[src/sv/clebuf_pkg.sv]
// ----------------------------------------------------------------------------
// clebuf_pkg
// Shared codes and types of the gap buffer line editor: request codes,
// status codes and the result bundle passed to the output stage.
// ----------------------------------------------------------------------------
`default_nettype none

package clebuf_pkg;

	// request codes carried in req_type
	typedef enum logic [2:0] {
		REQ_INSERT    = 3'd0,
		REQ_LEFT      = 3'd1,
		REQ_RIGHT     = 3'd2,
		REQ_BACKSPACE = 3'd3,
		REQ_READ      = 3'd4
	} req_t;

	// status codes returned with every item
	typedef enum logic [1:0] {
		ST_DONE     = 2'd0,
		ST_BOUNDARY = 2'd1,
		ST_FULL     = 2'd2,
		ST_BEYOND   = 2'd3
	} status_t;

	localparam int CHAR_W  = 8;
	localparam int INDEX_W = 10;
	localparam int COUNT_W = 11;

	// one result item
	typedef struct packed {
		logic [CHAR_W-1:0]  char_out;
		logic [COUNT_W-1:0] text_length;
		logic [COUNT_W-1:0] cursor_pos;
		status_t            status;
	} result_t;

endpackage

`default_nettype wire

[src/sv/clebuf_out.sv]
// ----------------------------------------------------------------------------
// clebuf_out
// Output register of the line editor: holds one result item until the
// downstream side takes it.
// ----------------------------------------------------------------------------
`default_nettype none

module clebuf_out (
	input  wire logic                           clk,
	input  wire logic                           arst_n,
	input  wire logic                           res_valid,
	output logic                                res_ready,
	input  wire clebuf_pkg::result_t            res,
	output logic                                out_valid,
	input  wire logic                           out_stall,
	output logic [clebuf_pkg::CHAR_W-1:0]       char_out,
	output logic [clebuf_pkg::COUNT_W-1:0]      text_length,
	output logic [clebuf_pkg::COUNT_W-1:0]      cursor_pos,
	output logic [1:0]                          status
);

	logic                valid_q;
	clebuf_pkg::result_t data_q;

	assign res_ready = !valid_q || !out_stall;

	// valid flag
	always_ff @(posedge clk or negedge arst_n) begin
		if (!arst_n) begin
			valid_q <= 1'b0;
		end else if (res_ready) begin
			valid_q <= res_valid;
		end
	end

	// payload
	always_ff @(posedge clk) begin
		if (res_ready && res_valid) begin
			data_q <= res;
		end
	end

	assign out_valid   = valid_q;
	assign char_out    = data_q.char_out;
	assign text_length = data_q.text_length;
	assign cursor_pos  = data_q.cursor_pos;
	assign status      = data_q.status;

endmodule

`default_nettype wire

[config.mk]
export PLATFORM = sky130hd
export DESIGN_NAME = clebuf_out
export DESIGN_NICKNAME = d
export VERILOG_FILES = /design/src/sv/clebuf_pkg.sv /design/src/sv/clebuf_out.sv
export SDC_FILE = /design/constraint.sdc
export NUM_CORES = 1
export LEC_CHECK = 0
export BUFFER_PORTS_ARGS = -buffer_cell sky130_fd_sc_hd__buf_2
export CORE_MARGIN = 5
export CORE_UTILIZATION = 42
export CTS_CLUSTER_DIAMETER = 30
export DETAILED_ROUTE_END_ITERATION = 12
export PLACE_DENSITY = 0.86
export SYNTH_ARGS = -nofsm -noshare
export SYNTH_HDL_FRONTEND = slang
export SYNTH_SLANG_ARGS = --single-unit
[constraint.sdc]
create_clock -name clk -period 3.5 [get_ports clk]
set_input_delay 0.175 -clock clk [delete_from_list [all_inputs] [get_ports clk]]
set_output_delay 0.175 -clock clk [all_outputs]
set_load 0.01 [all_outputs]
==> flow_summary.ini, run 1 <==
[sta]
finClkSkew_ns = 0.001146
max_freq_ghz = 0.6194
setup_viol = 0
tns_ns = 0
rsz0062_at_grt = no
fin_crit_ns = 1.614
hold_viol = 0
max_slew_margin_pct = 33.91
worst_slew_pin_slew_ns = 0.9889
drv_slew = 0
timing.final.ws_setup_ns = 1.886
post-route-period-util_pct = 46.13

[worst_setup_path]
cp_slowest_cell = a21boi_4
worst_setup_path_end_kind = register
cp-start-kind = register
rrSetupSlack_ns = 1.89
required_ns = 3.45
crit_type = register to register
startpoint = out_valid
cp_data_arrival_time_ns = 1.56
critPathBufInv = 0
path_delay_family = compound AO/OA/AOI/OAI gates
cp_cell_sequence = a21boi_4
cp_max_fo = 32
reg2reg_from = out_valid
cp_slowest_stage_delay_ns = 0.79

[die]
ios = 70
die_w_um = 59
die_area_um2 = 3481
initial_utilization_pct = 44.73
core_area_um2 = 2255
die_y_um = 59
num_rows = 17

[global_route]
grt_pass1_vias = 649
grt_usage_pct = 14.45
grt_pass1_wl_mm = 3.305
gr-total-overflow = 0
antenna_found_initial = 0
grt_start_max_net_pins = 33

[power]
vdd_drop_max_mv = 0.3325
power.density_nw_per_um2 = 494.6
power.internal_uw = 569.1
leakage_nw = 0.6333
power_frac_seq_pct = 64.7
switchingPower_uw = 150.5
combPwrFrac_pct = 9.0
swShare_pct = 20.92
clockPowerShare_pct = 26.3
power_uw = 719.7

[clock_tree]
cts.clk_slew.worst_paths_ns = 0.09
clk_latency_ns = 0.32
cts_resized = 0
hold_buffers = 1
cts_root_buffer = clkbuf_4
cts_max_level = 2
cts_made_buffers = 5
cts_tree = yes
cts.sinks = 33
clockBufferDepth = 2
cts_setup_buffers = 0

[yosys]
synth_cells = 36
syn_nets = 72
synthTopCellsByArea = edfxtp_1, dfrtp_1, a21boi_2
synth_top_cell_by_area = edfxtp_1
syn_area_um2 = 1008
synth_top_area_share_pct = 95.29
yosys_warnings = 0
seq_area_frac_synth_pct = 97.77
syn_area_per_cell_um2 = 28.01
yosysUniqueCellTypes = 5
synth-seq-cells = 33

[cells_and_area]
syn2layout_area_growth_pct = 44.29
layout_common_cells = buf_2, edfxtp_1, clkbuf_4
antenna_cells = 0
fill_cells = 180
nets = 149
final_common_cell = buf_2
drive_gt1_share_pct = 65.79

[placement]
gp_congestion = 0.7057
portBuffers = 69
dp_worst_setup_slack_ns = 1.877

[routing]
route.detailed.drc = 0
drt_iter0_drc = 12
routed_wl_mm = 2.374
routedWlPerCell_um = 16.72
ant_nets = 0
vias = 650
avgViaCountPerCell = 4.577
drt-pass1-iter-count = 4

[worst_hold_path]
min-delay-start = res[5]
hold_class = primary input to register

[run]
cap_violations = 0

[outcome]
run_status = complete, no violations
[per-layer routing]
metal	vias up	share of wire (%)	track usage, %
met3	2	17	8.715
met4	0	0.88	6.796
met2	50	47	23.34
met1	299	36	14.84
li1	299	-	-
met5	-	0	0
[state kept, by name (all words and copies together) (netlist names)]
name	flops
out_valid	1
text_length	11
char_out	8
status	2
cursor_pos	11
[logic make-up after synthesis]
kind of cell	count (synthesis)	synth area share [%]
DFF	33	97.77
AOI/OAI and AO/OA	2	1.861
and+or+nand+nor	1	0.3719
[layout make-up]
cell class | count | area, um2 | share of cell area (%)
timing repair buffer | 70 | 355.3 | 24.42
clock buffer | 8 | 48.80 | 3.353
tap | 28 | 35.03 | 2.408
sequential | 33 | 985.9 | 67.76
multi-input combinational | 3 | 30.03 | 2.064
[synth_stat cells]
| library cell | count |
|---|---|
| dfrtp_1 | 1 |
| a21boi_2 | 1 |
| nand2_1 | 1 |
| a21o_1 | 1 |
| edfxtp_1 | 32 |
[path summary, 6_finish.rpt]
kind / to / cells past startpoint
max: char_out[6] / 1
max reg2reg: char_out[6] / 1
min: cursor_pos[3] / 1
min in group asynchronous: out_valid / 2
max in group asynchronous: out_valid / 2
min reg2reg: out_valid / 1
[power groups by stage]
stage | Clock, mW | Combinational [mW] | Sequential (mW)
2_1_floorplan | 0 | 0.00877 | 0.486
3_3_place_gp | 0 | 0.0619 | 0.473
3_5_place_dp | 0 | 0.0655 | 0.475
4_1_cts | 0.195 | 0.0665 | 0.466
5_1_grt | 0.213 | 0.0701 | 0.468
6_report | 0.189 | 0.0648 | 0.466
[stage by stage]
step / hold WS [ns] / area (um2) / std cells / utilization (%)
floorplan: -0.1206 / 1008 / 36 / -
global placement: -0.04962 / 1396 / 133 / 61.93
detailed placement: -0.04438 / 1396 / 133 / 61.93
CTS: 0.01628 / 1455 / 142 / 64.54
global route: 0.002129 / 1455 / 142 / 64.54
finish: 0.02586 / 1455 / 142 / 64.54
(Power assumes the default switching activity.)
==> run 2, diff against run 1 <==
- ABC_AREA: not set -> 1
- CORE_UTILIZATION: 42 -> 35
- PLACE_DENSITY: 0.86 -> 0.78
- clock period: 3.5 -> 1.45 ns (I/O delays scaled with it)
==> run 2 against run 1 <==
  * Flip-flop and latch count unchanged
  * Largest power group unchanged
  * Clock power up 150%
  * Routed wire length up 14%
  * First-iteration DRC count down 33%
  * Worst setup slack worse by 1.7 ns
  * Via count up 21%
  * Cell area up 26%
  * Cell count up 28%
  * Core utilization up 2.2 points
  * Combinational power rose to 3.8 times the previous value
  * Largest cell class unchanged
  * Die area up 16%
==> flow_summary.ini, run 2 <==
[power]
power.density_nw_per_um2 = 1001
power.internal_mw = 1.436
vdd_drop_max_mv = 0.8766
combPwrFrac_pct = 13.5
leakage_nw = 0.7951
swShare_pct = 22.01
clockPowerShare_pct = 25.7
switchingPower_uw = 405.4
power_frac_seq_pct = 60.8

[global_route]
grt_pass1_vias = 840
grt_usage_pct = 14.37
grt_pass1_wl_mm = 4.202
gr-total-overflow = 0
grt_start_max_net_pins = 18
antenna_found_initial = 0

[yosys]
synth_common_cells = edfxtp_1, nand2_1, a21oi_1, dfrtp_1, inv_1
ys_async_sr_fraction_pct = 3.030
yosysUniqueCellTypes = 5
synthTopCellsByArea = edfxtp_1, dfrtp_1, nand2_1
seq_area_frac_synth_pct = 98.38
synth_cells = 37
yosys_warnings = 0
syn_nets = 73
yosysMostFrequentCell = edfxtp_1
yosys_most_used_dff = edfxtp_1
synth-seq-cells = 33
synth_top_cell_by_area = edfxtp_1
syn_area_um2 = 1002
syn_area_per_cell_um2 = 27.09
synth-edff-count = 32
synth_top_area_share_pct = 95.88

[die]
initial_utilization_pct = 36.34
die_w_um = 63.51
core_area_um2 = 2758
ios = 70
die_area_um2 = 4034
num_rows = 19
die_y_um = 63.51

[clock_tree]
cts_tree = yes
cts_made_buffers = 5
clockBufferDepth = 2
cts.clk_slew.worst_paths_ns = 0.10
hold_buffers = 35
cts_setup_buffers = 0
cts_max_level = 2
cts_root_buffer = clkbuf_4
cts_resized = 0
clk_latency_ns = 0.33
cts.sinks = 33

[worst_setup_path]
reg2reg_from = out_valid
cp_data_arrival_time_ns = 1.50
reg2reg_depth = 3
worst_setup_path_end_kind = register
cp_max_fo = 3
rrSetupSlack_ns = 0.18
crit_type = register to register
cp-start-kind = register
timing.rr.end = out_valid
startpoint = out_valid
required_ns = 1.68

[cells_and_area]
nets = 186
antenna_cells = 0
layout_common_cells = buf_2, dlygate4sd3_1, edfxtp_1
syn2layout_area_growth_pct = 83.52
drive_gt1_share_pct = 52.32
final_common_cell = buf_2

[sta]
holdWs_ns = 0.04653
hold_viol = 0
max_freq_ghz = 0.7870
finClkSkew_ns = 0.01801
rsz0062_at_grt = no
setup_viol = 0
fin_crit_ns = 1.271
tns_ns = 0
max_slew_margin_pct = 86.46
post-route-period-util_pct = 87.63
worst_slew_pin_slew_ns = 0.2026
drv_slew = 0

[outcome]
run_status = complete, no violations

[placement]
gp_congestion = 0.6706
portBuffers = 69

[routing]
route.detailed.drc = 0
routedWlPerCell_um = 14.81
ant_nets = 0
drt_iter0_drc = 8
vias = 785
avgViaCountPerCell = 4.313
drt-pass1-iter-count = 2
routed_wl_mm = 2.696

[worst_hold_path]
hold_class = primary input to asynchronous set/reset pin

[run]
cap_violations = 0
## run 2: changes by cell type after synthesis
cell      before  now
a21boi_2       1    0
a21o_1         1    0
a21oi_1        0    1
inv_1          0    1
nand2_1        1    2
## run 2: per-layer routing
| layer | routed length (um) | vias up | GRT usage, % | part of all wire, % |
|---|---|---|---|---|
| met5 | 0 | - | 0 | 0 |
| met4 | 47 | 0 | 6.234 | 1.7 |
| met3 | 417 | 7 | 9.414 | 15 |
| met2 | 1196 | 56 | 22.08 | 44 |
| met1 | 1034 | 351 | 15.39 | 38 |
| li1 | - | 371 | - | - |
## run 2: logic make-up after synthesis
kind of cell	after synthesis	share of synthesized area (%)
flops	33	98.38
simple gates	2	0.7493
compound gates	1	0.4989
buf+inv	1	0.3742
## run 2: layout make-up
cell class | count | area, um2
fill | 178 | 918.4
timing repair buffer | 106 | 735.7
clock inverter | 2 | 10.01
tap | 31 | 38.79
multi-input combinational | 3 | 23.77
clock buffer | 6 | 41.29
inverter | 1 | 3.754
sequential | 33 | 985.9
## run 2: through the flow
stage / instance area (um2) / instances / utilization, % / setup WS (ns) / power [mW]
after floorplan: 1013 / 37 / - / 0.004515 / 1.196
after global placement: 1438 / 139 / 52.13 / 0.3586 / 1.310
after detailed placement: 1438 / 139 / 52.13 / 0.3195 / 1.314
after CTS: 1839 / 182 / 66.70 / 0.2151 / 1.858
after global routing: 1839 / 182 / 66.70 / 0.1201 / 1.947
final: 1839 / 182 / 66.70 / 0.1794 / 1.842
## run 2: power by group through the flow
stage	Sequential, mW	Combinational (mW)	Clock (mW)
after global routing	1.13	0.268	0.553
final	1.12	0.249	0.472
after floorplan	1.17	0.0228	0
after CTS	1.12	0.245	0.492
after global placement	1.14	0.168	0
after detailed placement	1.14	0.172	0
## run 2: worst max-delay path by stage
stage | to | depth (start not counted)
2_1_floorplan | char_out[0] | 1
3_3_place_gp | cursor_pos[10] | 2
3_5_place_dp | char_out[7] | 2
4_1_cts | out_valid | 3
5_1_grt | out_valid | 3
6_report | out_valid | 3
## run 2: critical path: stages (launching register included)
cell,delay (ns)
dfrtp_1,0.44
nand2_1,0.11
nand2_1,0.06
dlygate4sd3_1,0.56
==> run 3, diff against run 2 <==
==> constraint.sdc (replaced) <==
create_clock -name clk -period 1.45 [get_ports clk]
set_input_delay 0.29 -clock clk [delete_from_list [all_inputs] [get_ports clk]]
set_output_delay 0.29 -clock clk [all_outputs]
set_load 0.01 [all_outputs]
==> run 3 against run 2 <==
  * Count of clock-buffer cells in the layout up 2
  * Register-to-register slack improved by 0.13 ns
  * Clock power fell by 4.7%
==> flow_summary.ini, run 3 (synthesis gave the netlist of run 2 again) <==
[sta]
holdWs_ns = 0.1454
hold_viol = 0
drv_slew = 0
setup_viol = 0
fin_crit_ns = 1.282
worst_slew_pin_slew_ns = 0.1944
rsz0062_at_grt = no
max_slew_margin_pct = 87.01
finClkSkew_ns = 0.003445
post-route-period-util_pct = 88.43
max_freq_ghz = 0.7799
tns_ns = 0

[power]
power_mw = 1.742
vdd_drop_max_mv = 0.7633
power.density_nw_per_um2 = 1164
leakage_nw = 0.6486

[die]
die_area_um2 = 4034
die_y_um = 63.51
ios = 70
initial_utilization_pct = 36.34
die_w_um = 63.51
core_area_um2 = 2758
num_rows = 19

[worst_setup_path]
cp_max_fo = 3
cp-start-kind = register
reg2reg_from = out_valid
crit_type = register to output port
timing.rr.end = cursor_pos[6]
reg2reg_depth = 2
worst_setup_path_end_kind = output port
rrSetupSlack_ns = 0.31
required_ns = 1.16
cp_data_arrival_time_ns = 0.99

[clock_tree]
cts_made_buffers = 5
hold_buffers = 1
cts_max_level = 2
clk_latency_ns = 0.31
cts.sinks = 33
cts_tree = yes
clockBufferDepth = 2
cts_root_buffer = clkbuf_4
cts_setup_buffers = 0
cts_resized = 0
cts.clk_slew.worst_paths_ns = 0.09

[cells_and_area]
nets = 152
layoutNonFillerInstCount = 148
final_common_cell = buf_2
syn2layout_area_growth_pct = 49.31
antenna_cells = 0
fin_area_um2 = 1496
drive_gt1_share_pct = 65.81
layout_common_cells = buf_2, edfxtp_1, clkbuf_4

[worst_hold_path]
min_to = text_length[2]
hold_depth = 1
hold_class = primary input to register
min-delay-start = res[15]

[placement]
place_inst = 139
gp_congestion = 0.6736
portBuffers = 69
dp_hpwl_mm = 1.633
dpl_cell_area_um2 = 1438

[run]
cap_violations = 0

[global_route]
grt_util_met1_pct = 10.87
grt_pass1_vias = 715
grt_usage_pct = 11.07
gr-total-overflow = 0
antenna_found_initial = 0
gr-usage-met2_pct = 15.99
grt_start_max_net_pins = 18
use_met3_pct = 9.769
top_usage_layer = met2
grt_pass1_wl_mm = 3.284

[routing]
avgViaCountPerCell = 4.466
vias = 661
route.detailed.drc = 0
routedWlPerCell_um = 13.93
drt-pass1-iter-count = 4
routed_wl_mm = 2.061
ant_nets = 0
drt_iter0_drc = 14

[outcome]
run_status = complete, no violations
[run 3: area by class of cell]
type / instances / area (um2)
fillers: 222 / 1261
flip-flops and latches: 33 / 985.9
repair buffers: 72 / 395.4
clock buffers: 8 / 48.80
well taps: 31 / 38.79
multi-input cells: 3 / 23.77
inverters: 1 / 3.754
[run 3: per-stage QoR]
step                      setup slack, ns  utilization [%]
after floorplan                  0.004515                -
after global placement             0.3581            52.13
after detailed placement           0.3244            52.13
after CTS                          0.1574            54.26
after global routing               0.1002            54.26
final                              0.1678            54.26
[run 3: layer usage]
metal / vias up / wire (um)
met5: - / 0
li1: 303 / -
met2: 56 / 931
met3: 5 / 417
met4: 0 / 38
met1: 297 / 673
[run 3: how the worst max path moves through the flow]
stage,endpoint,startpoint,cells past startpoint
6_report,res_ready,out_valid,2
5_1_grt,res_ready,out_valid,2
4_1_cts,res_ready,out_valid,2
3_5_place_dp,cursor_pos[10],out_valid,2
3_3_place_gp,cursor_pos[10],out_valid,2
2_1_floorplan,char_out[0],out_valid,1
[run 3: critical path, stage by stage (launching register included)]
cell	delay, ns
dfrtp_1	0.43
nand2_1	0.11
buf_2	0.14
[run 3: power breakdown]
group / internal, mW / total (mW) / switching [mW]
combinational: 0.0843 / 0.171 / 0.0869
sequential: 1.11 / 1.12 / 0.0130
clock: 0.193 / 0.450 / 0.257
total: 1.38 / 1.74 / 0.357
