File: src/sv/clebuf_pkg.sv
// ----------------------------------------------------------------------------
// clebuf_pkg
// Shared codes and types of the gap buffer line editor: request codes,
// status codes and the result bundle passed to the output stage.
// ----------------------------------------------------------------------------
`default_nettype none

package clebuf_pkg;

	// request codes carried in req_type
	typedef enum logic [2:0] {
		REQ_INSERT    = 3'd0,
		REQ_LEFT      = 3'd1,
		REQ_RIGHT     = 3'd2,
		REQ_BACKSPACE = 3'd3,
		REQ_READ      = 3'd4
	} req_t;

	// status codes returned with every item
	typedef enum logic [1:0] {
		ST_DONE     = 2'd0,
		ST_BOUNDARY = 2'd1,
		ST_FULL     = 2'd2,
		ST_BEYOND   = 2'd3
	} status_t;

	localparam int CHAR_W  = 8;
	localparam int INDEX_W = 10;
	localparam int COUNT_W = 11;

	// one result item
	typedef struct packed {
		logic [CHAR_W-1:0]  char_out;
		logic [COUNT_W-1:0] text_length;
		logic [COUNT_W-1:0] cursor_pos;
		status_t            status;
	} result_t;

endpackage

`default_nettype wire

File: src/sv/clebuf_ctrl.sv
// ----------------------------------------------------------------------------
// clebuf_ctrl
// Request sequencer of the gap buffer: holds the left and right counts,
// reads the store when an item is taken and writes back when its result is accepted.
// ----------------------------------------------------------------------------
`default_nettype none

module clebuf_ctrl #(
	parameter int STORE_DEPTH = 1024
) (
	input  wire logic                                 clk,
	input  wire logic                                 arst_n,
	// request side
	input  wire logic                                 in_valid,
	output logic                                      in_stall,
	input  wire logic [2:0]                           req_type,
	input  wire logic [clebuf_pkg::CHAR_W-1:0]        char_in,
	input  wire logic [clebuf_pkg::INDEX_W-1:0]       read_index,
	// result side
	output logic                                      res_valid,
	input  wire logic                                 res_ready,
	output clebuf_pkg::result_t                       res,
	// store port
	output logic                                      ram_we,
	output logic [$clog2(STORE_DEPTH)-1:0]            ram_waddr,
	output logic [clebuf_pkg::CHAR_W-1:0]             ram_wdata,
	output logic                                      ram_re,
	output logic [$clog2(STORE_DEPTH)-1:0]            ram_raddr,
	input  wire logic [clebuf_pkg::CHAR_W-1:0]        ram_rdata
);

	localparam int ADDR_W = $clog2(STORE_DEPTH);
	localparam int CNT_W  = $clog2(STORE_DEPTH + 1);
	localparam int A_W    = ((CNT_W > clebuf_pkg::INDEX_W) ? CNT_W : clebuf_pkg::INDEX_W) + 1;
	localparam logic [A_W-1:0] DEPTH_A = A_W'(STORE_DEPTH);

	typedef enum logic {
		S_IDLE,
		S_EXEC
	} state_t;

	state_t                             state_q;
	logic [CNT_W-1:0]                   left_q;
	logic [CNT_W-1:0]                   right_q;
	logic [2:0]                         req_s1;
	logic [clebuf_pkg::CHAR_W-1:0]      char_s1;
	logic [clebuf_pkg::INDEX_W-1:0]     idx_s1;

	logic [A_W-1:0]   left_a;
	logic [A_W-1:0]   right_a;
	logic [A_W-1:0]   len_a;
	logic [A_W-1:0]   idx_a;
	logic [A_W-1:0]   idx_s1_a;
	logic [A_W-1:0]   rd_a;
	logic [A_W-1:0]   wr_a;
	logic [A_W-1:0]   len_n_a;
	logic [CNT_W-1:0] left_n;
	logic [CNT_W-1:0] right_n;
	logic             wr_en;
	logic             take;
	logic             fire;
	clebuf_pkg::status_t st;
	logic [clebuf_pkg::CHAR_W-1:0] ch;

	assign left_a   = A_W'(left_q);
	assign right_a  = A_W'(right_q);
	assign len_a    = left_a + right_a;
	assign idx_a    = A_W'(read_index);
	assign idx_s1_a = A_W'(idx_s1);

	assign in_stall  = (state_q != S_IDLE);
	assign take      = in_valid && (state_q == S_IDLE);
	assign res_valid = (state_q == S_EXEC);
	assign fire      = (state_q == S_EXEC) && res_ready;

	// read address of the item being taken
	always_comb begin
		case (req_type)
			clebuf_pkg::REQ_LEFT:  rd_a = left_a - A_W'(1);
			clebuf_pkg::REQ_RIGHT: rd_a = DEPTH_A - right_a;
			clebuf_pkg::REQ_READ:  rd_a = (idx_a < left_a) ? idx_a : DEPTH_A - len_a + idx_a;
			default:               rd_a = '0;
		endcase
	end

	assign ram_re    = take;
	assign ram_raddr = ADDR_W'(rd_a);

	// write-back and result of the item in flight
	always_comb begin
		left_n  = left_q;
		right_n = right_q;
		st      = clebuf_pkg::ST_DONE;
		wr_en   = 1'b0;
		wr_a    = left_a;
		ram_wdata = ram_rdata;
		ch      = '0;
		case (req_s1)
			clebuf_pkg::REQ_INSERT: begin
				if (len_a >= DEPTH_A) begin
					st = clebuf_pkg::ST_FULL;
				end else begin
					wr_en     = 1'b1;
					ram_wdata = char_s1;
					left_n    = left_q + CNT_W'(1);
				end
			end
			clebuf_pkg::REQ_LEFT: begin
				if (left_q == '0) begin
					st = clebuf_pkg::ST_BOUNDARY;
				end else begin
					wr_en   = 1'b1;
					wr_a    = DEPTH_A - right_a - A_W'(1);
					left_n  = left_q - CNT_W'(1);
					right_n = right_q + CNT_W'(1);
				end
			end
			clebuf_pkg::REQ_RIGHT: begin
				if (right_q == '0) begin
					st = clebuf_pkg::ST_BOUNDARY;
				end else begin
					wr_en   = 1'b1;
					left_n  = left_q + CNT_W'(1);
					right_n = right_q - CNT_W'(1);
				end
			end
			clebuf_pkg::REQ_BACKSPACE: begin
				if (left_q == '0) begin
					st = clebuf_pkg::ST_BOUNDARY;
				end else begin
					left_n = left_q - CNT_W'(1);
				end
			end
			clebuf_pkg::REQ_READ: begin
				if (idx_s1_a >= len_a) begin
					st = clebuf_pkg::ST_BEYOND;
				end else begin
					ch = ram_rdata;
				end
			end
			default: st = clebuf_pkg::ST_BOUNDARY;
		endcase
	end

	assign ram_we    = fire && wr_en;
	assign ram_waddr = ADDR_W'(wr_a);
	assign len_n_a   = A_W'(left_n) + A_W'(right_n);

	assign res.char_out    = ch;
	assign res.text_length = clebuf_pkg::COUNT_W'(len_n_a);
	assign res.cursor_pos  = clebuf_pkg::COUNT_W'(left_n);
	assign res.status      = st;

	// sequencer state, counts and captured item
	always_ff @(posedge clk or negedge arst_n) begin
		if (!arst_n) begin
			state_q <= S_IDLE;
			left_q  <= '0;
			right_q <= '0;
		end else begin
			case (state_q)
				S_IDLE: begin
					if (in_valid) begin
						state_q <= S_EXEC;
					end
				end
				S_EXEC: begin
					if (res_ready) begin
						state_q <= S_IDLE;
						left_q  <= left_n;
						right_q <= right_n;
					end
				end
				default: state_q <= S_IDLE;
			endcase
		end
	end

	// item fields, no reset needed
	always_ff @(posedge clk) begin
		if (take) begin
			req_s1  <= req_type;
			char_s1 <= char_in;
			idx_s1  <= read_index;
		end
	end

endmodule

`default_nettype wire

File: config.mk
export PLATFORM = sky130hd
export DESIGN_NAME = clebuf_ctrl
export DESIGN_NICKNAME = d
export VERILOG_FILES = /design/src/sv/clebuf_pkg.sv /design/src/sv/clebuf_ctrl.sv
export SDC_FILE = /design/constraint.sdc
export NUM_CORES = 1
export LEC_CHECK = 0
export BUFFER_PORTS_ARGS = -buffer_cell sky130_fd_sc_hd__buf_4
export CAP_MARGIN = 20
export CORE_MARGIN = 5
export CORE_UTILIZATION = 50
export DETAILED_ROUTE_END_ITERATION = 8
export MAX_ROUTING_LAYER = met4
export PLACE_DENSITY = 0.78
export SYNTH_ARGS = -nofsm -noshare
export SYNTH_HDL_FRONTEND = slang
export SYNTH_SLANG_ARGS = --single-unit
File: constraint.sdc
create_clock -name clk -period 4.8 [get_ports clk]
set_clock_uncertainty 0.2 [all_clocks]
set_input_delay 0.24 -clock clk [delete_from_list [all_inputs] [get_ports clk]]
set_output_delay 0.24 -clock clk [all_outputs]
set_load 0.1 [all_outputs]
==> flow_metrics.tcl, run 1 <==
set metrics [dict create \
    outcome "finished with violations" \
    violations "negative setup slack" \
    use_met1_pct 45.1 \
    regToRegSetupSlack_ps 1520 \
    path_common_cell "buf_4" \
    synthMostInstantiatedCell "nor2_1" \
    synth_ff_type "dfrtp_1" \
    synth_fa_ha_area_share_pct 12.8 \
    wl_per_cell_um 22.1 \
    grt_use_met3_pct 5.54 \
    clk_pin_slew_ps 70 \
    insertion_delay_ps 300 \
    die_x_um 116 \
    setup_viol 2 \
    p_int_mw 2.56 \
    fin_area_mm2 0.00831 \
    dieArea_mm2 0.0135 \
    pin_count 97 \
    busiest_layer "met2" \
    p_sw_mw 3.65 \
    grt_pass1_wl_um 34700 \
    cp_slowest_cell "dfrtp_1" \
    synth_area_leaders "ha_1 (12%), edfxtp_1 (11%), dfrtp_1 (10%), xnor2_1 (4.7%), nor2_1 (4.6%)" \
    arrival_ps 4570 \
    yosys.area_share.xor_xnor_pct 7.91 \
    maxSlewViolCount 0 \
    initial_core_util_pct 51.6 \
    end_kind "output pin" \
    root_buffer "clkbuf_16" \
    combPwrFrac_pct 84.7 \
    fin_cells 1025 \
    drt.antenna.violating_nets 0 \
    synth_top_area_share_pct 11.7 \
    yosys_register_bits 44 \
    tightest_slew_ps 902 \
    yosys_warnings 0 \
    clock_path_buffers 2 \
    finalHoldViolCount 0 \
    post_dp_cell_area_mm2 0.00728 \
    synth_top_cell_by_area "ha_1" \
    cp_max_fo 4 \
    netlist_area_mm2 0.00564 \
    via_count 6432 \
    clkPwrFrac_pct 6.7 \
    worstPathRequired_ps 4360 \
    drt-total-wl_um 22600 \
    slew_headroom_pct 39.3 \
    total_power_mw 6.21 \
    seqPwrFrac_pct 8.6 \
    rsz0062_at_grt "true" \
    synth_common_cells "nor2_1 (69), ha_1 (53), nand2_1 (33), a21oi_1 (32), xnor2_1 (30)" \
    netSwitchingFraction_pct 58.8 \
    synth-async-reset-ratio_pct 52.3 \
    hpwl_um 17100 \
    cts_tree "done" \
    start_kind "flop" \
    fp.dieH_um 116 \
    diodes 0 \
    synth_top_family_by_area "compound AO/OA/AOI/OAI gates" \
    layout_min_cycle_time_ps 5010 \
    grt_pass1_vias 6395 \
    critPathMaxStageDelay_ps 460 \
    place_congestion 0.969 \
    power.density_mw_per_mm2 747 \
    core_area_mm2 0.0109 \
    drv_cap 0 \
    critical_path_class "reg -> out" \
    avgViaCountPerCell 6.28 \
    synth-simple-area-share_pct 22.6 \
    io_buffers 96 \
    synth_compound_area_share_pct 24.5 \
    whs_ps 55.9 \
    synth_edf_count 21 \
    area_growth_pct 47.3 \
    drtIter0Drc 668 \
    grt_remaining_overflow 0 \
    tns_ps -292 \
    ys_seq_area_share_pct 21.4 \
    grt_use_total_pct 34.2 \
    layout-drive-gt1-share_pct 39.5 \
    fin_ws_ps -210 \
    yosysUniqueCellTypes 92 \
    min_period_over_period_pct 104 \
    grt_max_degree 24 \
    hp-class "in -> reg" \
    synth_nets 752 \
    ctsHtreeMaxLevel 2 \
    clkSinkCount 44 \
    use_met2_pct 53.0 \
    synthMuxAreaShare_pct 4.46 \
    numCtsBuffers 5 \
    syn_area_per_cell_um2 8.51 \
    path_cells "ha_4 > o21a_1 > o211ai_1 > buf_4 > buf_4 > o2111ai_2 > nor3b_4 > or2_4 > xnor2_4 > ha_4 > inv_2 > fa_2 > nor2b_4 > o2111ai_2 > a31oi_1 > buf_4 > a21o_1 > a21oi_2 > xnor2_1 > xnor2_1 > buf_6" \
    first_pass_iters 5 \
    drc 0 \
    finish.utilization_pct 76.0 \
    p_leak_nw 3.56 \
    peakVddDrop_mv 1.38 \
    antenna_found_initial 0 \
    nets 973 \
    fmax_mhz 200 \
    dp.cells 966 \
    syn-instance-count 663 \
    pre_cts_ws_ps -89.8 \
    row_count 38 \
]
## cells in the final DEF, fill, tap and decap left out, types with 13 or more instances in the layout
master           n
buf_4          218
nor2_1          67
ha_1            41
nand2_1         33
xnor2_1         28
a21oi_1         25
dlygate4sd3_1   22
inv_1           21
edfxtp_1        21
dfrtp_1         21
nand3_1         20
xor2_1          19
o21ai_0         19
nor2b_1         14
nor3_1          14
o21ai_1         14
mux2_2          13
## cell type report
class,count,area [um2]
flip-flops and latches,44,1210
fillers,803,2620
well taps,140,175
multi-input cells,553,4620
clock inverters,3,42.5
repair buffers,254,2040
inverters,26,100
clock buffers,5,125
## repair_timing
item                                   in CTS  in global routing
buffers inserted                           16                 12
resized for setup                          38                 40
setup endpoints to repair                   6                  6
pin swaps                                  20                 33
endpoints found under the hold margin      44                  0
hold buffers                               22                  0
## power groups by stage
| stage | logic, mW | clock network, mW | registers, mW |
|---|---|---|---|
| global route | 5.54 | 0.434 | 0.535 |
| floorplan | 3.47 | 0 | 0.533 |
| global placement | 4.62 | 0 | 0.524 |
| CTS | 4.93 | 0.418 | 0.520 |
| detailed placement | 4.73 | 0 | 0.527 |
| finish | 5.26 | 0.419 | 0.531 |
## sequential cells by signal, summed over array words and instances, names as in the netlist
name / cells
left_q: 11
char_s1: 8
in_stall: 1
req_s1: 3
right_q: 11
idx_s1: 10
## routing by layer
layer,up-vias,part of all wire [%]
met5,-,0
met4,0,3.7
met3,59,8.3
met2,366,47
met1,3080,41
li1,2927,-
## worst paths after layout
path,startpoint,endpoint,depth (start not counted)
setup / recovery,right_q[6],res[23],21
hold / removal,req_type[2],req_s1[2],1
setup reg to reg,right_q[8],left_q[4],9
hold reg to reg,in_stall,in_stall,2
max in group asynchronous,arst_n,right_q[1],2
min in group asynchronous,arst_n,right_q[5],2
## logic make-up after synthesis
group | count (synthesis)
AND/OR/NAND/NOR | 233
multiplexers | 23
XOR/XNOR | 51
adder cells (fa/ha/maj) | 56
buffers and inverters | 66
AO/OA/AOI/OAI | 190
flip-flops | 44
## critical path: cells and delay by family (launching register included)
family,cells,cell delay [ps]
buffers and inverters,5,760
xor gates and xnor gates,3,460
adders and majority gates,3,830
AOI/OAI and AO/OA,7,990
DFF,1,460
and+or+nand+nor,3,780
Power figures use the tool's default switching activity.
==> inputs of run 2 (changes only) <==
--- a/config.mk
+++ b/config.mk
@@ -5,10 +5,12 @@
 export SDC_FILE = /design/constraint.sdc
 export NUM_CORES = 1
 export LEC_CHECK = 0
+export ABC_AREA = 1
 export BUFFER_PORTS_ARGS = -buffer_cell sky130_fd_sc_hd__buf_4
 export CAP_MARGIN = 20
 export CORE_MARGIN = 5
 export CORE_UTILIZATION = 50
+export CTS_BUF_LIST = sky130_fd_sc_hd__clkbuf_8 sky130_fd_sc_hd__clkbuf_16
 export DETAILED_ROUTE_END_ITERATION = 8
 export MAX_ROUTING_LAYER = met4
 export PLACE_DENSITY = 0.78
==> run 2 against run 1 <==
The run now ends clean. Register-to-register slack better by 570 ps. Synthesized cell count up 32%. Setup slack better by 410 ps. Critical path depth down 1.
==> flow_metrics.tcl, run 2 <==
set metrics [dict create \
    dieArea_mm2 0.0142 \
    yosys_warnings 0 \
    synth_nets 965 \
    worstPathRequired_ps 4360 \
    pin_count 97 \
    synth_ff_type "dfrtp_1" \
    synth_common_cells "nand2_1 (249), inv_1 (86), nand3_1 (74), nor2_1 (61), ha_1 (53)" \
    busiest_layer "met2" \
    arrival_ps 4160 \
    cts_tree "done" \
    drtIter0Drc 600 \
    synthMostInstantiatedCell "nand2_1" \
    yosys_register_bits 44 \
    synth_top_area_share_pct 15.7 \
    numCtsBuffers 5 \
    hp-class "in -> async" \
    hpwl_um 16200 \
    register_area_mm2 0.00121 \
    finalHoldViolCount 0 \
    fin_area_mm2 0.00752 \
    grt_max_degree 34 \
    netlist_area_mm2 0.00596 \
    root_buffer "clkbuf_16" \
    ctsHtreeMaxLevel 2 \
    drv_cap 0 \
    grt_use_met3_pct 3.98 \
    top_regs "left_q: 11 flops, right_q: 11 flops, idx_s1: 10 flops" \
    final_cell_mix "nand2_1 (244), buf_4 (114), inv_1 (85)" \
    initial_core_util_pct 51.5 \
    rsz0062_at_grt "false" \
    layout-drive-gt1-share_pct 22.9 \
    multi_input_area_mm2 0.00447 \
    drt.antenna.violating_nets 0 \
    drt-total-wl_um 20400 \
    tightest_slew_ps 1050 \
    ys_seq_area_share_pct 20.2 \
    insertion_delay_ps 310 \
    via_count 6481 \
    min_period_over_period_pct 95.8 \
    diodes 0 \
    yosysUniqueCellTypes 53 \
    synth_area_leaders "nand2_1 (16%), ha_1 (11%), edfxtp_1 (11%), dfrtp_1 (9.7%), nand3_1 (6.2%)" \
    area_growth_pct 26.3 \
    fmax_mhz 218 \
    nets 1086 \
    clkSinkCount 44 \
    slew_headroom_pct 29.7 \
    critical_path_class "reg -> out" \
    place_congestion 1.05 \
    drc 0 \
    grt_pass1_wl_um 31900 \
    post_dp_cell_area_mm2 0.00707 \
    first_pass_iters 5 \
    synth_edf_count 21 \
    pre_cts_ws_ps 278 \
    syn-instance-count 876 \
    use_met1_pct 39.6 \
    end_kind "output pin" \
    core_area_mm2 0.0116 \
    fin_ws_ps 204 \
    maxSlewViolCount 0 \
    outcome "complete, no violations" \
    fp.dieH_um 119 \
    layout_min_cycle_time_ps 4600 \
    wl_per_cell_um 17.9 \
    io_buffers 96 \
    clk_pin_slew_ps 70 \
    start_kind "flop" \
    use_met2_pct 45.1 \
    cp_max_fo 11 \
    synth-async-reset-ratio_pct 52.3 \
    final.fill_count 1090 \
    row_count 39 \
    antenna_found_initial 0 \
    grt_use_total_pct 29.2 \
    setup_viol 0 \
    syn_area_per_cell_um2 6.80 \
    avgViaCountPerCell 5.68 \
    grt_pass1_vias 6009 \
    finish.utilization_pct 65.1 \
    synth_top_cell_by_area "nand2_1" \
    grt_remaining_overflow 0 \
    final_common_cell "nand2_1" \
    clock_path_buffers 2 \
    die_x_um 119 \
]
-- run 2: worst paths after layout --
kind / start / endpoint / slack, ps / depth (start not counted)
setup reg to reg: right_q[8] / left_q[2] / 2090 / 12
setup / recovery: right_q[8] / res[21] / 200 / 20
max in group asynchronous: arst_n / right_q[5] / 3900 / 2
hold reg to reg: in_stall / in_stall / 410 / 2
hold / removal: arst_n / right_q[9] / 190 / 2
min in group clk: in_stall / in_stall / 410 / 2
-- run 2: cell families after synthesis --
| group | synth area share, % |
|---|---|
| simple gates | 35.4 |
| fa+ha+maj | 12.1 |
| flops | 20.2 |
| compound gates | 13.3 |
| mux | 2.02 |
| buf+inv | 9.36 |
| xor+xnor | 7.60 |
-- run 2: repair_timing --
item                                   CTS  global route
pin swaps                                0             2
setup endpoints to repair                2             5
hold buffers                            23             0
setup buffers                            0             4
gates resized for setup                  2            14
endpoints found under the hold margin   45             0
-- run 2: critical path, cell delays in order (launching register included) --
cell and delay (ps):
dfrtp_1 540, ha_2 390, nand2_2 90, inv_1 50, a21oi_2 220, nand4_1 200, nand3_4 190, inv_6 80
nand2_8 140, nand4_1 120, and2_2 210, ha_1 210, inv_1 120, fa_2 280, inv_1 70, a21o_1 240
nand2_1 90, nand2_2 70, a21oi_4 180, xnor2_4 140, buf_8 210
-- run 2: layout make-up --
class	count	share of cell area, %
Multi-Input combinational cell	704	59.5
Sequential cell	44	16.1
Timing Repair Buffer	141	15.0
Inverter	101	5.14
Tap cell	143	2.38
Clock buffer	5	1.66
Clock inverter	3	0.200
-- run 2: stage by stage --
stage	instances	setup TNS (ps)	hold slack (ps)
floorplan	876	-112	-256
global placement	1105	0	-21.4
detailed placement	1105	0	-19.6
CTS	1136	0	192
global route	1141	0	214
finish	1141	0	189
-- run 2: metal layers --
metal  vias up  share of wire, %
li1       3150                 -
met1      2975                43
met2       306                45
met3        50               8.5
met4         0               3.1
met5         -                 0
Power of run 2 is not shown: default switching activity piles up to over one toggle a cycle in this logic, so the estimate is an artifact.
==> inputs of run 3 (changes only) <==
--- a/config.mk
+++ b/config.mk
@@ -13,7 +13,7 @@
 export CTS_BUF_LIST = sky130_fd_sc_hd__clkbuf_8 sky130_fd_sc_hd__clkbuf_16
 export DETAILED_ROUTE_END_ITERATION = 8
 export MAX_ROUTING_LAYER = met4
-export PLACE_DENSITY = 0.78
+export PLACE_DENSITY_LB_ADDON = 0.1
 export SYNTH_ARGS = -nofsm -noshare
 export SYNTH_HDL_FRONTEND = slang
 export SYNTH_SLANG_ARGS = --single-unit
==> run 3 against run 2 <==
Flip-flop and latch count is the same. Register-to-register slack worse by 110 ps. Core utilization is 0.087 points higher. Critical endpoint is now res[22]. Die area unchanged. First-iteration DRC count shrank 4.3%. Largest cell class unchanged. Critical path type unchanged. Count of clock-buffer cells in the layout stayed put. Setup slack improved by 55 ps. Non-clock buffer count grew 1. Design area up 0.13%.
==> flow_metrics.tcl, run 3 (synthesis results as in run 2) <==
set metrics [dict create \
    clkSinkCount 44 \
    regToRegStartpoint "right_q[0]" \
    finalHoldViolCount 0 \
    cp_max_fo 7 \
    clk_pin_slew_ps 70 \
    antenna_found_initial 0 \
    final_cell_mix "nand2_1 (244), buf_4 (115), inv_1 (85)" \
    core_area_mm2 0.0116 \
    cp_top_family "adder cells" \
    initial_core_util_pct 51.5 \
    place_congestion 1.08 \
    end_kind "output pin" \
    slew_headroom_pct 30.2 \
    insertion_delay_ps 300 \
    outcome "complete, no violations" \
    row_count 39 \
    top_regs "left_q: 11 flops, right_q: 11 flops, idx_s1: 10 flops" \
    pin_count 97 \
    numCtsBuffers 5 \
    fp.dieH_um 119 \
    die_x_um 119 \
    grt_pass1_wl_um 32400 \
    hpwl_um 16200 \
    via_count 6397 \
    cp_slowest_cell "dfrtp_1" \
    drc 0 \
    clock_path_buffers 2 \
    final.fill_count 1094 \
    hp-class "in -> async" \
    dieArea_mm2 0.0142 \
    root_buffer "clkbuf_16" \
    rsz0062_at_grt "false" \
    multi_input_area_mm2 0.00447 \
    grt_remaining_overflow 0 \
    drt-total-wl_um 20200 \
    maxSlewViolCount 0 \
    drv_cap 0 \
    first_pass_iters 5 \
    drt.antenna.violating_nets 0 \
    arrival_ps 4100 \
    cts_tree "done" \
    grt_use_total_pct 29.5 \
    area_growth_pct 26.4 \
    io_buffers 96 \
    worstPathRequired_ps 4360 \
    start_kind "flop" \
    grt_max_degree 34 \
    register_area_mm2 0.00121 \
    crit_buf_inv 4 \
    critical_path_class "reg -> out" \
    tns_ps 0 \
    fmax_mhz 220 \
    final_common_cell "nand2_1" \
    path_cells "ha_4 > inv_1 > fa_2 > inv_2 > nand3_2 > nand3_2 > nand2_2 > nand3_4 > buf_4 > nand2_1 > nand3_1 > nand3_2 > ha_1 > a21oi_1 > o21ai_0 > a21oi_2 > nor2_1 > o21ai_0 > nand2_1 > xor2_4 > buf_6" \
    layout_min_cycle_time_ps 4540 \
    grt_pass1_vias 6152 \
    drtIter0Drc 574 \
    setup_viol 0 \
    layout-drive-gt1-share_pct 22.7 \
    path_common_cell "nand3_2" \
    ctsHtreeMaxLevel 2 \
    cp-startpoint "right_q[0]" \
    wl_per_cell_um 17.7 \
    tightest_slew_ps 1050 \
    min_period_over_period_pct 94.6 \
    whs_ps 176 \
    critPathMaxStageDelay_ps 500 \
    diodes 0 \
    avgViaCountPerCell 5.60 \
    nets 1087 \
]
## run 3: final timing paths
| kind | end | slack [ps] | depth (start not counted) |
|---|---|---|---|
| worst min-delay path | right_q[3] | 180 | 2 |
| worst min register to register | left_q[10] | 420 | 2 |
| min in group clk | left_q[10] | 420 | 2 |
| worst max-delay path | res[22] | 260 | 21 |
| worst max register to register | left_q[10] | 1980 | 16 |
| max in group asynchronous | right_q[5] | 3940 | 2 |
## run 3: worst reg2reg max path, cell delays in order (launching register included)
cell and delay (ps):
dfrtp_1 500, ha_4 170, inv_1 60, fa_2 420, inv_2 100, nand3_2 100
nand3_2 100, nand2_2 70, nand3_4 140, inv_6 70, nand2_4 70, buf_4 240
nand2_1 140, nand2_1 120, nand2_2 80, nand2_1 60, nand2_1 60
## run 3: repair_timing
item | in CTS | in global routing
resized for setup | 0 | 10
endpoints found under the hold margin | 45 | 0
hold buffers | 23 | 0
buffers inserted | 0 | 3
endpoints found under the setup margin | 0 | 5
## run 3: area by class of cell
class,count,share of cell area [%]
multi-input combinational,704,59.3
sequential,44,16.1
timing repair buffer,142,15.1
inverter,101,5.13
tap,143,2.37
clock buffer,5,1.66
clock inverter,3,0.316
## run 3: layer usage
| metal | vias to the layer above | part of all wire, % | routed length (um) | global-route usage, % |
|---|---|---|---|---|
| met5 | - | 0 | 0 | - |
| met4 | 0 | 3.9 | 786 | 12.2 |
| met3 | 63 | 9.2 | 1870 | 8.34 |
| met2 | 291 | 45 | 9010 | 44.8 |
| met1 | 2889 | 42 | 8540 | 36.9 |
| li1 | 3154 | - | - | - |
## run 3: metrics by stage
stage          worst slack (ps)  instances  instance area (um2)  util (%)
2_1_floorplan              -112        876                 6230         -
3_3_place_gp                337       1107                 7090      61.3
3_5_place_dp                366       1107                 7090      61.3
4_1_cts                    8.21       1138                 7470      64.6
5_1_grt                   0.186       1142                 7530      65.2
6_report                    259       1142                 7530      65.2
Power of run 3 is left out for the same reason.
